### src/rtl/nadf_pkg.sv
package nadf_pkg;

    // Input modes.
    localparam logic [1:0] MODE_DEC  = 2'd0;
    localparam logic [1:0] MODE_HUND = 2'd1;
    localparam logic [1:0] MODE_HEX  = 2'd2;
    localparam logic [1:0] MODE_BYTE = 2'd3;

    // Geometry and format constants.
    localparam int unsigned VALUE_W   = 32;
    localparam int unsigned DIGITS    = 10;
    localparam int unsigned BCD_W     = 4 * DIGITS;
    localparam logic [12:0] CHAR_PITCH = 13'd12;

    // Digit positions counted from the most significant decimal digit.
    localparam logic [3:0] POS_UNITS    = 4'd9;
    localparam logic [3:0] POS_TENS     = 4'd8;
    localparam logic [3:0] POS_HUNDREDS = 4'd7;
    localparam logic [3:0] POS_HEX_LO   = 4'd1;

    // Character codes.
    localparam logic [7:0] ASCII_ZERO  = 8'h30;
    localparam logic [7:0] ASCII_NINE  = 8'h39;
    localparam logic [7:0] ASCII_UPPER_A = 8'h41;
    localparam logic [7:0] ASCII_UPPER_F = 8'h46;
    localparam logic [7:0] ASCII_DOT   = 8'h2E;
    localparam logic [7:0] ASCII_HEX_OFS = 8'h37;

    localparam logic [15:0] BG_WHITE = 16'hFFFF;
    localparam logic [15:0] BG_BLACK = 16'h0000;

    // One converted item handed from the converter to the emitter.
    typedef struct packed {
        logic [1:0]       mode;
        logic [BCD_W-1:0] digits;
        logic [7:0]       lo_byte;
        logic [11:0]      x_start;
        logic [11:0]      y_start;
    } t_job;

    // ASCII code of one hex or decimal digit.
    function automatic logic [7:0] hex_char(input logic [3:0] nib);
        logic [7:0] ext;
        ext = {4'b0, nib};
        if (nib < 4'd10) begin
            return ASCII_ZERO + ext;
        end
        return ASCII_HEX_OFS + ext;
    endfunction

endpackage

### src/rtl/nadf_bcd.sv
// Bit-serial binary to BCD converter (shift and add three), one bit per cycle.
module nadf_bcd (
    input  logic                 i_clk,
    input  logic                 i_rst_n,
    input  logic                 i_start,
    input  logic [1:0]           i_mode,
    input  logic [31:0]          i_value,
    input  logic [11:0]          i_x_start,
    input  logic [11:0]          i_y_start,
    input  logic                 i_take,
    output logic                 o_idle,
    output logic                 o_hold,
    output nadf_pkg::t_job       o_job
);

    localparam logic [1:0] ST_IDLE = 2'd0;
    localparam logic [1:0] ST_RUN  = 2'd1;
    localparam logic [1:0] ST_HOLD = 2'd2;

    logic [1:0]                    r_state, n_state;
    logic [4:0]                    r_cnt;
    logic [nadf_pkg::VALUE_W-1:0]  r_bin;
    logic [nadf_pkg::BCD_W-1:0]    r_bcd;
    logic [nadf_pkg::BCD_W-1:0]    n_adj;
    logic [1:0]                    r_mode;
    logic [7:0]                    r_lo_byte;
    logic [11:0]                   r_x;
    logic [11:0]                   r_y;

    // Add three to every BCD digit of five or more before the next shift.
    always_comb begin
        for (int g = 0; g < nadf_pkg::DIGITS; g++) begin
            if (r_bcd[g*4 +: 4] >= 4'd5) begin
                n_adj[g*4 +: 4] = r_bcd[g*4 +: 4] + 4'd3;
            end else begin
                n_adj[g*4 +: 4] = r_bcd[g*4 +: 4];
            end
        end
    end

    // Sequencer: load, shift 32 bits, then hold the result for the emitter.
    always_comb begin
        n_state = r_state;
        unique case (r_state)
            ST_IDLE: if (i_start) n_state = ST_RUN;
            ST_RUN:  if (r_cnt == 5'd31) n_state = ST_HOLD;
            ST_HOLD: if (i_take) n_state = ST_IDLE;
            default: n_state = ST_IDLE;
        endcase
    end

    always_ff @(posedge i_clk) begin
        if (!i_rst_n) begin
            r_state <= ST_IDLE;
            r_cnt   <= '0;
        end else begin
            r_state <= n_state;
            if (r_state == ST_RUN) begin
                r_cnt <= r_cnt + 5'd1;
            end else begin
                r_cnt <= '0;
            end
        end
    end

    // Datapath shift registers and captured item fields.
    always_ff @(posedge i_clk) begin
        if (r_state == ST_IDLE && i_start) begin
            if (i_mode == nadf_pkg::MODE_BYTE) begin
                r_bin <= {24'b0, i_value[7:0]};
            end else begin
                r_bin <= i_value;
            end
            r_bcd     <= '0;
            r_mode    <= i_mode;
            r_lo_byte <= i_value[7:0];
            r_x       <= i_x_start;
            r_y       <= i_y_start;
        end else if (r_state == ST_RUN) begin
            r_bcd <= {n_adj[nadf_pkg::BCD_W-2:0], r_bin[nadf_pkg::VALUE_W-1]};
            r_bin <= {r_bin[nadf_pkg::VALUE_W-2:0], 1'b0};
        end
    end

    assign o_idle          = (r_state == ST_IDLE);
    assign o_hold          = (r_state == ST_HOLD);
    assign o_job.mode      = r_mode;
    assign o_job.digits    = r_bcd;
    assign o_job.lo_byte   = r_lo_byte;
    assign o_job.x_start   = r_x;
    assign o_job.y_start   = r_y;

endmodule

### src/rtl/nadf_emit.sv
// Character emitter: walks the digits one per cycle while the output is not stalled,
// applies blanking and the decimal point, and drives a registered output stage.
module nadf_emit (
    input  logic            i_clk,
    input  logic            i_rst_n,
    input  logic            i_load,
    input  nadf_pkg::t_job  i_job,
    input  logic [15:0]     i_text_color,
    output logic            o_busy,
    output logic            o_valid,
    input  logic            i_ready,
    output logic [7:0]      o_char_code,
    output logic [12:0]     o_char_x,
    output logic [11:0]     o_char_y,
    output logic [15:0]     o_fg_color,
    output logic [15:0]     o_bg_color,
    output logic            o_last
);

    logic                         r_busy;
    logic                         r_valid;
    logic [nadf_pkg::BCD_W-1:0]   r_dig;
    logic [3:0]                   r_pos;
    logic                         r_seen;
    logic                         r_dot_done;
    logic [1:0]                   r_mode;
    logic [12:0]                  r_x;
    logic [11:0]                  r_y;
    logic [7:0]                   r_code;
    logic [12:0]                  r_char_x;
    logic [11:0]                  r_char_y;
    logic [15:0]                  r_fg;
    logic [15:0]                  r_bg;
    logic                         r_last;

    logic       step;
    logic [3:0] cur;
    logic       forced;
    logic       put_dot;
    logic       show;
    logic       is_final;

    assign step = r_busy && (!r_valid || i_ready);
    assign cur  = r_dig[nadf_pkg::BCD_W-1 -: 4];

    // Which digits are always shown, where the point goes, which is final.
    always_comb begin
        forced   = 1'b0;
        put_dot  = 1'b0;
        is_final = (r_pos == nadf_pkg::POS_UNITS);
        unique case (r_mode)
            nadf_pkg::MODE_DEC: begin
                forced = (r_pos == nadf_pkg::POS_UNITS);
            end
            nadf_pkg::MODE_HUND: begin
                forced  = (r_pos >= nadf_pkg::POS_HUNDREDS);
                put_dot = (r_pos == nadf_pkg::POS_TENS) && !r_dot_done;
            end
            nadf_pkg::MODE_HEX: begin
                forced   = 1'b1;
                is_final = (r_pos == nadf_pkg::POS_HEX_LO);
            end
            nadf_pkg::MODE_BYTE: begin
                forced = (r_pos >= nadf_pkg::POS_HUNDREDS);
            end
            default: begin
                forced = 1'b1;
            end
        endcase
        show = put_dot || r_seen || forced || (cur != 4'd0);
    end

    // Control: busy flag and output valid.
    always_ff @(posedge i_clk) begin
        if (!i_rst_n) begin
            r_busy  <= 1'b0;
            r_valid <= 1'b0;
        end else begin
            if (i_load) begin
                r_busy <= 1'b1;
            end else if (step && !put_dot && is_final) begin
                r_busy <= 1'b0;
            end
            if (step && show) begin
                r_valid <= 1'b1;
            end else if (i_ready) begin
                r_valid <= 1'b0;
            end
        end
    end

    // Digit walk and output registers.
    always_ff @(posedge i_clk) begin
        if (i_load) begin
            if (i_job.mode == nadf_pkg::MODE_HEX) begin
                r_dig <= {i_job.lo_byte, {(nadf_pkg::BCD_W-8){1'b0}}};
            end else begin
                r_dig <= i_job.digits;
            end
            r_pos      <= '0;
            r_seen     <= 1'b0;
            r_dot_done <= 1'b0;
            r_mode     <= i_job.mode;
            r_x        <= {1'b0, i_job.x_start};
            r_y        <= i_job.y_start;
        end else if (step) begin
            if (put_dot) begin
                r_dot_done <= 1'b1;
            end else begin
                r_dig  <= {r_dig[nadf_pkg::BCD_W-5:0], 4'b0};
                r_pos  <= r_pos + 4'd1;
                r_seen <= show;
            end
            if (show) begin
                r_x <= r_x + nadf_pkg::CHAR_PITCH;
            end
        end
        if (step && show) begin
            r_code   <= put_dot ? nadf_pkg::ASCII_DOT : nadf_pkg::hex_char(cur);
            r_char_x <= r_x;
            r_char_y <= r_y;
            r_fg     <= i_text_color;
            r_bg     <= (r_mode == nadf_pkg::MODE_DEC) ? nadf_pkg::BG_BLACK
                                                       : nadf_pkg::BG_WHITE;
            r_last   <= is_final && !put_dot;
        end
    end

    assign o_busy      = r_busy;
    assign o_valid     = r_valid;
    assign o_char_code = r_code;
    assign o_char_x    = r_char_x;
    assign o_char_y    = r_char_y;
    assign o_fg_color  = r_fg;
    assign o_bg_color  = r_bg;
    assign o_last      = r_last;

endmodule

### src/rtl/number_to_ascii_digit_formatter.sv
// An accepted item is converted by the bit-serial BCD loop, held until the emitter is
//   free, then walked by the emitter; its first character reaches the output after the
//   blanked leading digit positions are skipped. The input accepts a new item only while
//   the converter is idle, so the BCD loop sets the item rate; the emitter (one digit
//   position per cycle while the output is not stalled) overlaps the next conversion.
// Reset is synchronous, active low: clears control state and text color to 0.
module number_to_ascii_digit_formatter (
    input  logic        i_clk,
    input  logic        i_rst_n,
    input  logic        i_cfg_wr_en,
    input  logic [15:0] i_cfg_wr_data,
    input  logic        i_in_valid,
    output logic        o_in_ready,
    input  logic [1:0]  i_mode,
    input  logic [31:0] i_value,
    input  logic [11:0] i_x_start,
    input  logic [11:0] i_y_start,
    output logic        o_out_valid,
    input  logic        i_out_ready,
    output logic [7:0]  o_char_code,
    output logic [12:0] o_char_x,
    output logic [11:0] o_char_y,
    output logic [15:0] o_fg_color,
    output logic [15:0] o_bg_color,
    output logic        o_last
);

    logic [15:0]     r_text_color;
    logic            conv_idle;
    logic            conv_hold;
    logic            emit_busy;
    logic            take;
    nadf_pkg::t_job  job;

    // Text color register.
    always_ff @(posedge i_clk) begin
        if (!i_rst_n) begin
            r_text_color <= '0;
        end else if (i_cfg_wr_en) begin
            r_text_color <= i_cfg_wr_data;
        end
    end

    assign o_in_ready = conv_idle;
    assign take       = conv_hold && !emit_busy;

    nadf_bcd u_bcd (
        .i_clk     (i_clk),
        .i_rst_n   (i_rst_n),
        .i_start   (i_in_valid),
        .i_mode    (i_mode),
        .i_value   (i_value),
        .i_x_start (i_x_start),
        .i_y_start (i_y_start),
        .i_take    (take),
        .o_idle    (conv_idle),
        .o_hold    (conv_hold),
        .o_job     (job)
    );

    nadf_emit u_emit (
        .i_clk        (i_clk),
        .i_rst_n      (i_rst_n),
        .i_load       (take),
        .i_job        (job),
        .i_text_color (r_text_color),
        .o_busy       (emit_busy),
        .o_valid      (o_out_valid),
        .i_ready      (i_out_ready),
        .o_char_code  (o_char_code),
        .o_char_x     (o_char_x),
        .o_char_y     (o_char_y),
        .o_fg_color   (o_fg_color),
        .o_bg_color   (o_bg_color),
        .o_last       (o_last)
    );

endmodule

### config.mk
export PLATFORM = sky130hd
export DESIGN_NAME = number_to_ascii_digit_formatter
export DESIGN_NICKNAME = d
export VERILOG_FILES = /design/src/rtl/nadf_pkg.sv /design/src/rtl/nadf_bcd.sv /design/src/rtl/nadf_emit.sv /design/src/rtl/number_to_ascii_digit_formatter.sv
export SDC_FILE = /design/constraint.sdc
export NUM_CORES = 1
export LEC_CHECK = 0
export BUFFER_PORTS_ARGS = -buffer_cell sky130_fd_sc_hd__buf_2
export CAP_MARGIN = 20
export CORE_ASPECT_RATIO = 1.25
export CORE_UTILIZATION = 62
export DETAILED_ROUTE_END_ITERATION = 10
export PLACE_DENSITY = 0.86
export SYNTH_ARGS = -nofsm -noshare
export SYNTH_HDL_FRONTEND = slang
export SYNTH_HIERARCHICAL = 1
export SYNTH_SLANG_ARGS = --single-unit
### constraint.sdc
create_clock -name i_clk -period 9.4 [get_ports i_clk]
set_clock_uncertainty 0.1 [all_clocks]
set_input_delay 0.47 -clock i_clk [delete_from_list [all_inputs] [get_ports i_clk]]
set_output_delay 0.47 -clock i_clk [all_outputs]
set_load 0.02 [all_outputs]
==> results of run 1 <==
==> Yosys cell counts (all sizes together) (17+ instances only) <==
| cell type | n | share of area [%] |
|---|---|---|
| o21ai | 80 | 3.7 |
| xnor2 | 17 | 1.4 |
| buf | 33 | 2.5 |
| clkbuf | 26 | 0.91 |
| inv | 58 | 2.0 |
| nor2b | 25 | 1.5 |
| dfxtp | 72 | 13 |
| nand3 | 88 | 4.1 |
| a21oi | 24 | 1.4 |
| edfxtp | 182 | 51 |
| nor2 | 39 | 1.4 |
| nand2 | 120 | 4.2 |
| ha | 28 | 3.3 |
==> stage by stage <==
| step | worst slack (ns) | hold WS (ns) | cell area, um2 |
|---|---|---|---|
| finish | 6.53 | 0.0460 | 12200 |
| floorplan | 5.94 | 0.300 | 10700 |
| global route | 6.30 | 0.0314 | 12200 |
| detailed placement | 6.48 | 0.305 | 11400 |
| global placement | 6.52 | 0.300 | 11400 |
| CTS | 6.51 | 0.0303 | 12200 |
==> final timing paths <==
path | startpoint | to | slack [ns] | depth (start not counted)
hold reg to reg | u_bcd/r_y[8] | u_emit/r_y[8] | 0.32 | 0
setup reg to reg | u_bcd/r_state[1] | u_bcd/r_bin[28] | 6.53 | 6
setup / recovery | u_bcd/r_state[1] | u_bcd/r_bin[28] | 6.53 | 6
hold / removal | i_y_start[5] | u_bcd/r_y[5] | 0.05 | 1
==> critical path, cell delays in order (launching register included) <==
cell and delay (ns):
dfxtp_1 0.35, nor2_2 0.17, nand2_2 0.60, inv_2 0.47
buf_4 0.74, nand3_1 0.17, nand2_1 0.11
==> final cells by class <==
type | count | area [um2]
clock inverter | 11 | 203
clock buffer | 30 | 622
tap | 220 | 275
multi-input combinational | 534 | 3230
fill | 1100 | 4620
timing repair buffer | 151 | 771
inverter | 58 | 218
sequential | 254 | 6910
==> layer usage <==
metal  global-route usage (%)  vias to the layer above  share of wire, %
met3                     3.02                       34               5.2
li1                         -                     3368                 -
met5                        0                        -                 0
met4                     7.06                        0               1.9
met2                     42.0                      233                54
met1                     25.7                     3284                39
==> report_power, final <==
part           total [mW]  internal [mW]  leakage [nW]  switching, mW
Combinational       0.113         0.0395          2.07         0.0730
Sequential           1.26           1.24          2.29         0.0168
Clock                1.01          0.630         0.395          0.382
==> state kept, by name (all words and copies together) (netlist names), 5 cells and up <==
| signal | count |
|---|---|
| u_emit/r_y | 12 |
| u_emit/o_char_x | 13 |
| u_bcd/r_cnt | 5 |
| r_text_color | 16 |
| u_bcd/r_y | 12 |
| u_bcd/r_bcd | 40 |
| u_bcd/r_lo_byte | 8 |
| u_bcd/r_bin | 32 |
| u_emit/o_char_code | 7 |
| u_emit/r_dig | 40 |
| u_emit/r_x | 13 |
| u_bcd/r_x | 12 |
| u_emit/o_char_y | 12 |
| u_emit/o_fg_color | 16 |
==> kinds of logic after synthesis <==
kind of cell | Yosys count
other | 1
adder cells (fa/ha/maj) | 28
buffers and inverters | 117
multiplexers | 27
flip-flops | 254
AND/OR/NAND/NOR | 312
AO/OA/AOI/OAI | 134
XOR/XNOR | 32
==> flow_summary.yaml, run 1 <==
synth:
  ys.flop_type: "edfxtp_1"
  yosys.area_share.xor_xnor_pct: 2.62
  synthMuxAreaShare_pct: 2.69
  async_flop_share_pct: 0
  synth-adder-area-share_pct: 3.27
  syn_nets: 1012
  synth-simple-area-share_pct: 13.6
  synthDistinctLibCells: 48
  yosys_warnings: 6
  synth.avg_cell_area_um2: 11.8
  yosysSeqAreaShare_pct: 64.5
  synth_compound_area_share_pct: 7.82
  ys_ff_latch: 254
  synth_top_family_by_area: "simple AND/OR/NAND/NOR gates"
  syn_inst: 905
  syn-cell-area_mm2: 0.0107
  synth_edf_count: 182
finish:
  final_cell_mix: "edfxtp_1 (182), buf_2 (145), nand2_1 (119)"
  final_cells: 1258
  n_antenna_cell: 0
  drive_above_1_share_pct: 20.9
  final_nets: 1129
  layout_commonest_cell: "edfxtp_1"
  areaGrowthSynthToFinish_pct: 14.2
  final_core_util_pct: 72.6
sta:
  tightest_slew_ns: 1.03
  slew_viol_final: 0
  finalCritPeriodShare_pct: 30.5
  fmax_mhz: 349
  slew_headroom_pct: 31.1
  fin_setup_tns_ns: 0
  fin_crit_ns: 2.87
  setup_viol: 0
  finalHoldViolCount: 0
  rsz0062_at_grt: "false"
die:
  io-pin-count: 147
  row_count: 53
  die-area_mm2: 0.0178
  start_util_pct: 63.6
  die_y_um: 149
  die_w_um: 120
  core_area_mm2: 0.0168
global_route:
  grt_pass1_vias: 6727
  grt_util_all_layers_pct: 22.2
  grt_first_pass_wirelength_mm: 31.8
  antenna_found_initial: 0
  grt_max_degree: 98
  grt.overflow.total: 0
clock_tree:
  cts.path.max_buffers: 3
  root_buffer: "clkbuf_16"
  cts_tree: "done"
  insertion_delay_ns: 0.50
  cts.clk_slew.worst_paths_ns: 0.07
  post_cts_buffers: 0
  ctsResizeCount: 0
  clock-sinks: 254
  hold_buffers: 0
  cts_made_buffers: 23
  cts_max_level: 1
worst_hold_path:
  hold_path_class: "in -> reg"
route:
  firstDrtPassIters: 5
  drtIter0Drc: 458
  wirelength_mm: 19.8
  drc_errors: 0
  drt-wirelength-per-cell_um: 15.7
  avgViaCountPerCell: 5.50
  ant_nets: 0
  vias: 6919
power_and_ir_drop:
  powerDensity_mw_per_mm2: 195
  worst_ir_drop_vdd_uv: 152
  power.total_mw: 2.38
  p_leak_nw: 4.76
critical_path:
  cp_max_fo: 70
  criticalPathCategory: "reg -> reg"
  end_kind: "register"
  startpoint_type: "register"
  required_ns: 9.67
  critPathArrivalTime_ns: 3.14
flow_run:
  drv_cap: 0
placement:
  hpwl_mm: 12.4
  gp_congestion: 0.752
  dp.cells: 1217
  io_buffers: 145
run_status:
  outcome: "completed"
(Power assumes the default switching activity.)
==> inputs of run 2 (changes only) <==
Settings changed: CORE_UTILIZATION 62 to 52, PLACE_DENSITY 0.86 to 0.77.
Clock period 9.4 ns to 2.4 ns, I/O delays scaled along.
==> flow_summary.yaml, run 2 (synthesis gave the netlist of run 1 again) <==
run_status:
  outcome: "completed"
finish:
  regArea_mm2: 0.00691
  reg_top3: "u_bcd/r_bcd: 40 flops, u_emit/r_dig: 40 flops, u_bcd/r_bin: 32 flops"
  n_antenna_cell: 0
  layout_commonest_cell: "edfxtp_1"
  final_cells: 1412
  final_core_util_pct: 65.9
  drive_above_1_share_pct: 20.0
  areaGrowthSynthToFinish_pct: 24.1
  final_cell_mix: "edfxtp_1 (182), buf_2 (145), nand2_1 (119)"
  final_cell_area_mm2: 0.0133
  final_nets: 1231
  fillers: 1508
  multi_input_area_mm2: 0.00324
flow_run:
  drv_cap: 0
die:
  die_y_um: 162
  die_w_um: 130
  row_count: 58
  io-pin-count: 147
  die-area_mm2: 0.0212
  start_util_pct: 53.1
  core_area_mm2: 0.0202
power_and_ir_drop:
  worst_ir_drop_vdd_uv: 550
  powerDensity_mw_per_mm2: 699
  p_leak_nw: 5.22
sta:
  setup_viol: 0
  slew_headroom_pct: 43.0
  finalCritPeriodShare_pct: 95.7
  rsz0062_at_grt: "false"
  slew_viol_final: 0
  finalHoldViolCount: 0
  tightest_slew_ns: 0.853
  fmax_mhz: 435
  fin_crit_ns: 2.30
  fin_setup_tns_ns: 0
critical_path:
  crit_chain: "inv_1, ha_1, or4b_1, a21oi_1, nand3_1, nand2_1, inv_2, buf_12"
  crit_slowest_cell: "or4b_1"
  cpPeakStageDelay_ns: 0.46
  cp_max_fo: 50
  end_kind: "register"
  critPathArrivalTime_ns: 2.43
  required_ns: 2.53
  criticalPathCategory: "reg -> reg"
  startpoint_type: "register"
route:
  drt-wirelength-per-cell_um: 15.3
  drtIter0Drc: 580
  drc_errors: 0
  firstDrtPassIters: 4
  wirelength_mm: 21.6
  avgViaCountPerCell: 5.13
  vias: 7240
  ant_nets: 0
global_route:
  grt_first_pass_wirelength_mm: 34.8
  grt.overflow.total: 0
  grt_pass1_vias: 7280
  antenna_found_initial: 0
  grt_max_degree: 86
  grt_util_all_layers_pct: 20.8
placement:
  hpwl_mm: 12.2
  dpl_cell_area_mm2: 0.0116
  io_buffers: 145
  dp.cells: 1274
  gp_congestion: 0.776
clock_tree:
  cts.path.max_buffers: 3
  root_buffer: "clkbuf_16"
  post_cts_buffers: 0
  cts_tree: "done"
  clock-sinks: 254
  cts_made_buffers: 25
  cts_max_level: 1
  insertion_delay_ns: 0.51
  cts.clk_slew.worst_paths_ns: 0.07
worst_hold_path:
  hold_path_class: "in -> reg"
## run 2: critical path, delay by kind of cell, from the launching register on
kind | cells | cell delay, ns
buffers and inverters | 3 | 0.39
adders and majority gates | 1 | 0.18
DFF | 1 | 0.42
AOI/OAI and AO/OA | 1 | 0.13
and+or+nand+nor | 3 | 0.76
## run 2: final cells by class
cell class              count  share of cell area, %
clock buffers              34                   5.19
clock inverters            11                  0.753
inverters                  58                   1.64
multi-input cells         534                   24.4
flip-flops and latches    254                   52.0
well taps                 270                   2.54
repair buffers            251                   13.6
## run 2: report_power, final
| group | internal (mW) | switching, mW |
|---|---|---|
| combinational | 0.265 | 0.325 |
| clock | 2.22 | 1.56 |
| sequential | 4.85 | 0.0633 |
| total | 7.33 | 1.95 |
## run 2: through the flow
stage	hold WS [ns]	setup slack, ns	power, mW
finish	0.218	0.103	9.29
global route	0.217	0.0234	9.61
CTS	0.199	0.0886	9.33
detailed placement	0.199	0.124	5.46
global placement	0.198	0.186	5.44
floorplan	0.119	-0.120	5.31
## run 2: worst paths after layout
check / start / to / slack, ns / depth (start not counted)
setup / recovery: u_emit/r_dig[37] / u_emit/o_char_y[6] / 0.10 / 8
hold / removal: i_y_start[11] / u_bcd/r_y[11] / 0.22 / 2
setup reg to reg: u_emit/r_dig[37] / u_emit/o_char_y[6] / 0.10 / 8
hold reg to reg: u_emit/r_y[5] / u_emit/o_char_y[5] / 0.31 / 0
## run 2: repair_timing
action | in CTS | in global routing
endpoints found under the setup margin | 0 | 10
hold buffers | 93 | 0
resized for setup | 0 | 1
hold endpoints to repair | 91 | 0
## run 2: layer usage
layer | global-route usage (%) | vias to the layer above | wire [um]
met5 | 0 | - | 0
met4 | 6.43 | 0 | 482
met3 | 3.09 | 40 | 1070
met2 | 38.4 | 203 | 11400
met1 | 24.7 | 3426 | 8590
li1 | - | 3571 | -
